## src/rtl/rgbmf_pkg.sv

```systemverilog
// Shared constants, types and helpers for the RGB median filter.
package rgbmf_pkg;

  localparam int PixW         = 24;
  localparam int ChW          = 8;
  localparam int CfgWidthW    = 12;
  localparam int RadW         = 2;
  localparam int DrW          = 2;
  localparam int RankW        = 6;
  localparam int CfgIdxW      = 1;
  localparam int CfgDataW     = 12;
  localparam int DefMaxWidth  = 2048;
  localparam int DefMaxRadius = 2;

  localparam logic [CfgWidthW-1:0] WidthReset  = 12'd640;
  localparam logic [RadW-1:0]      RadiusReset = 2'd1;
  localparam logic [DrW-1:0]       DrainMax    = 2'd3;

  localparam logic [CfgIdxW-1:0] RegLineWidth    = 1'b0;
  localparam logic [CfgIdxW-1:0] RegFilterRadius = 1'b1;

  typedef struct packed {
    logic shift;
    logic fill;
  } cell_ctl_t;

  function automatic logic [RankW-1:0] median_rank(input logic [RadW-1:0] r);
    logic [RankW-1:0] k;
    case (r)
      2'd0: k = 6'd0;
      2'd1: k = 6'd4;
      2'd2: k = 6'd12;
      2'd3: k = 6'd24;
      default: k = 6'd0;
    endcase
    return k;
  endfunction

endpackage

```

## src/rtl/rgbmf_cell.sv

```systemverilog
// One window column cell: holds a vertical pixel vector and on a shift takes its neighbor's or the fill vector.
module rgbmf_cell
  import rgbmf_pkg::*;
#(
  parameter int Side = 5
) (
  input  logic                      clk_i,
  input  cell_ctl_t                 ctl_i,
  input  logic [Side-1:0][PixW-1:0] fill_col_i,
  input  logic [Side-1:0][PixW-1:0] nbr_col_i,
  output logic [Side-1:0][PixW-1:0] col_o
);

  logic [Side-1:0][PixW-1:0] col_q;

  always_ff @(posedge clk_i) begin
    if (ctl_i.shift) begin
      col_q <= ctl_i.fill ? fill_col_i : nbr_col_i;
    end
  end

  assign col_o = col_q;

endmodule

```

## config.mk

```make
export PLATFORM = sky130hd
export DESIGN_NAME = rgbmf_cell
export DESIGN_NICKNAME = d
export VERILOG_FILES = /design/src/rtl/rgbmf_pkg.sv /design/src/rtl/rgbmf_cell.sv
export SDC_FILE = /design/constraint.sdc
export NUM_CORES = 1
export LEC_CHECK = 0
export ABC_CLOCK_PERIOD_IN_PS = 1400
export BUFFER_PORTS_ARGS = -buffer_cell sky130_fd_sc_hd__buf_2
export CORE_AREA = 2 2 141 143
export CTS_CLUSTER_DIAMETER = 50
export DETAILED_ROUTE_END_ITERATION = 12
export DIE_AREA = 0 0 143 145
export PLACE_DENSITY = 0.58
export SLEW_MARGIN = 20
export SYNTH_ARGS = -nofsm -noshare
export SYNTH_HDL_FRONTEND = slang
export SYNTH_SLANG_ARGS = --single-unit
```

## constraint.sdc

```tcl
create_clock -name clk_i -period 1.4 [get_ports clk_i]
set_input_delay 0.28 -clock clk_i [delete_from_list [all_inputs] [get_ports clk_i]]
set_output_delay 0.28 -clock clk_i [all_outputs]
set_load 0.1 [all_outputs]
```

==> metrics.md <==
| Metric | Value |
|---|---|
| Largest net degree at the start of global routing | `49` |
| CTS tree | `built` |
| Final Max Slew Viols | `0` |
| PwrDens | `1560 nW/um^2` |
| RSZ-0062 raised after global routing | `yes` |
| N_diodes | `0` |
| Crit Path Max Fanout | `1` |
| Post-CTS Setup Inserts | `0` |
| First-pass GRT wire length | `~21000 um` |
| DP Wirelength | `between 10000 and 15000 um` |
| Die Width | `143 um` |
| Initial core utilization | `0.2649` |
| Num CTS Buffers | `17` |
| Initial antenna violation count | `0` |
| DR DRC count | `0` |
| Clk slew on worst S/H paths | `60 ps` |
| Setup_tns | `0 ps` |
| Area Growth Syn to Fin | `63.54%` |
| Core Region | `~19000 um^2` |
| Tcrit/Tclk final | `0.9759` |
| Row cnt | `about 50` |
| Mapped Nets | `496` |
| Area contributors post-synth | `edfxtp_1 (71%), mux2_2 (27%), buf_6 (2.4%)` |
| Status | `complete, no violations` |
| Remaining antenna violation count | `0` |
| Worst path slowest cell | `edfxtp_1` |
| CTS Hold Bufs | `0` |
| Final WL | `between 10000 and 15000 um` |
| CP startpoint kind | `register` |
| Die height | `145 um` |
| Yosys cell types | `4` |
| Critical Path RT | `1120 ps` |
| Worst Path Class, Setup | `reg2out` |
| Arrival time at the worst endpoint | `roughly 1100 ps` |
| Crit path cell chain | `buf_12` |
| Largest area contributor in the netlist | `edfxtp_1` |
| Hold Crit Class | `in2reg` |
| Fin. Hold Viols | `0` |
| Clock root cell | `clkbuf_16` |
| Cell family with the largest share of critical-path delay | `flip-flops` |
| FMAX | `approximately 730 MHz` |
| Register area share after synthesis | `0.7081` |
| GRT overflow | `0` |
| Crit path buf inv count | `1` |
| Max-slew headroom | `0.8090` |
| Clock sink count | `120` |
| Drt via density | `approximately 4.1` |
| IO Pins | `between 300 and 400` |
| Syn Area/Cell | `20.11 um^2` |
| IR drop worst, VDD | `around 0.78 mV` |
| Post-route non-filler standard cell count | `about 900` |
| Yosys top cell area share | `0.7081` |
| Pwr Total | `roughly 13 mW` |
| Fill count | `1761` |
| Endpoints failing setup | `0` |
| Worst setup EP type | `output pin` |
| Post-CTS resize count | `107` |
| Crit path largest cell delay | `470 ps` |
| Levels on crit path | `1` |
| First-pass iteration count of the detailed router | `4` |
| RePlAce Congestion | `roughly 0.78` |
| Synth warn | `0` |
| # nets final | `between 800 and 900` |
| Final Critical Period | `roughly 1400 ps` |
| Die area | `roughly 21000 um^2` |
| Leakage | `3.604 nW` |
| Synth Cell Area | `5089 um^2` |
| Ratio of cells with drive above 1 in the final layout | `0.8072` |
| Post-DR wirelength/cell | `roughly 16 um` |
| Largest register FFs | `120` |
| Vias in the first global route | `just over 4000` |
| Synthesized flop and latch total | `between 100 and 150` |
| Final instance area | `around 8300 um^2` |
| Max Cap Viol | `0` |
| Synthesized instance count | `roughly 250` |
| CTS H-tree depth | `4` |
| WHS Path Cells | `2` |
| Worst-margin pin slew | `roughly 290 ps` |
| CTS Buffer Depth | `2` |
| Overall Global Routing Usage | `0.1357` |
| Dpl cells | `~880` |
| Quantity of I/O buffers inserted on ports | `~360` |
| Vias | `~3700` |
| Starting DRT DRC Count | `~120` |
| Area post-placement | `approximately 7400 um^2` |
-- stage by stage --
stage / worst slack, ps / hold slack (ps) / util
6_report: 33.77 / 170.7 / 0.4333
5_1_grt: -13.33 / 144.8 / 0.4333
4_1_cts: 0.8220 / 147.3 / 0.4331
3_5_place_dp: 21.35 / 583.8 / 0.3861
3_3_place_gp: 54.32 / 581.7 / 0.3861
2_1_floorplan: 216.0 / 392.5 / -
-- synth_stat cells (all sizes together) --
cell type / n
edfxtp: 120
mux2: 120
buf: 13
-- where the power goes --
group	internal [mW]	switching [mW]
clock network	3.14	1.58
logic	0.988	2.80
registers	4.35	0.124
-- routing by layer --
| layer | share of wire | up-vias | GRT usage |
|---|---|---|---|
| li1 | - | 1760 | - |
| met2 | 0.53 | 212 | 0.2450 |
| met3 | 0.078 | 21 | 0.04653 |
| met5 | 0 | - | 0 |
| met4 | 0.023 | 0 | 0.05842 |
| met1 | 0.37 | 1698 | 0.1407 |
-- cells by family after synthesis --
kind of cell           count (synthesis)  synth area share
buffers and inverters                 13           0.02631
flip-flops                           120            0.7081
multiplexers                         120            0.2656
-- placed cells by master (no fill, tap or decap) --
master,n
buf_12,17
buf_2,240
buf_4,113
buf_6,1
bufinv_16,5
clkbuf_1,1
clkbuf_16,17
clkinv_1,3
clkinv_2,2
clkinv_4,3
clkinvlp_4,1
edfxtp_1,120
mux2_2,120
-- cell type report --
type	count	area, um^2	share of cell area
Clock buffer	18	429.2	0.05157
Multi-Input combinational cell	120	1351	0.1624
Sequential cell	120	3603	0.4330
Clock inverter	14	205.2	0.02466
Tap cell	265	331.6	0.03984
Timing Repair Buffer	371	2401	0.2885
-- worst paths after layout --
path | startpoint | endpoint | slack [ps]
worst max-delay path | col_o[0]$_DFFE_PP_ | col_o[0] | 30
worst min-delay path | nbr_col_i[19] | col_o[19]$_DFFE_PP_ | 170
No activity file was read; power rests on OpenSTA's default activity.
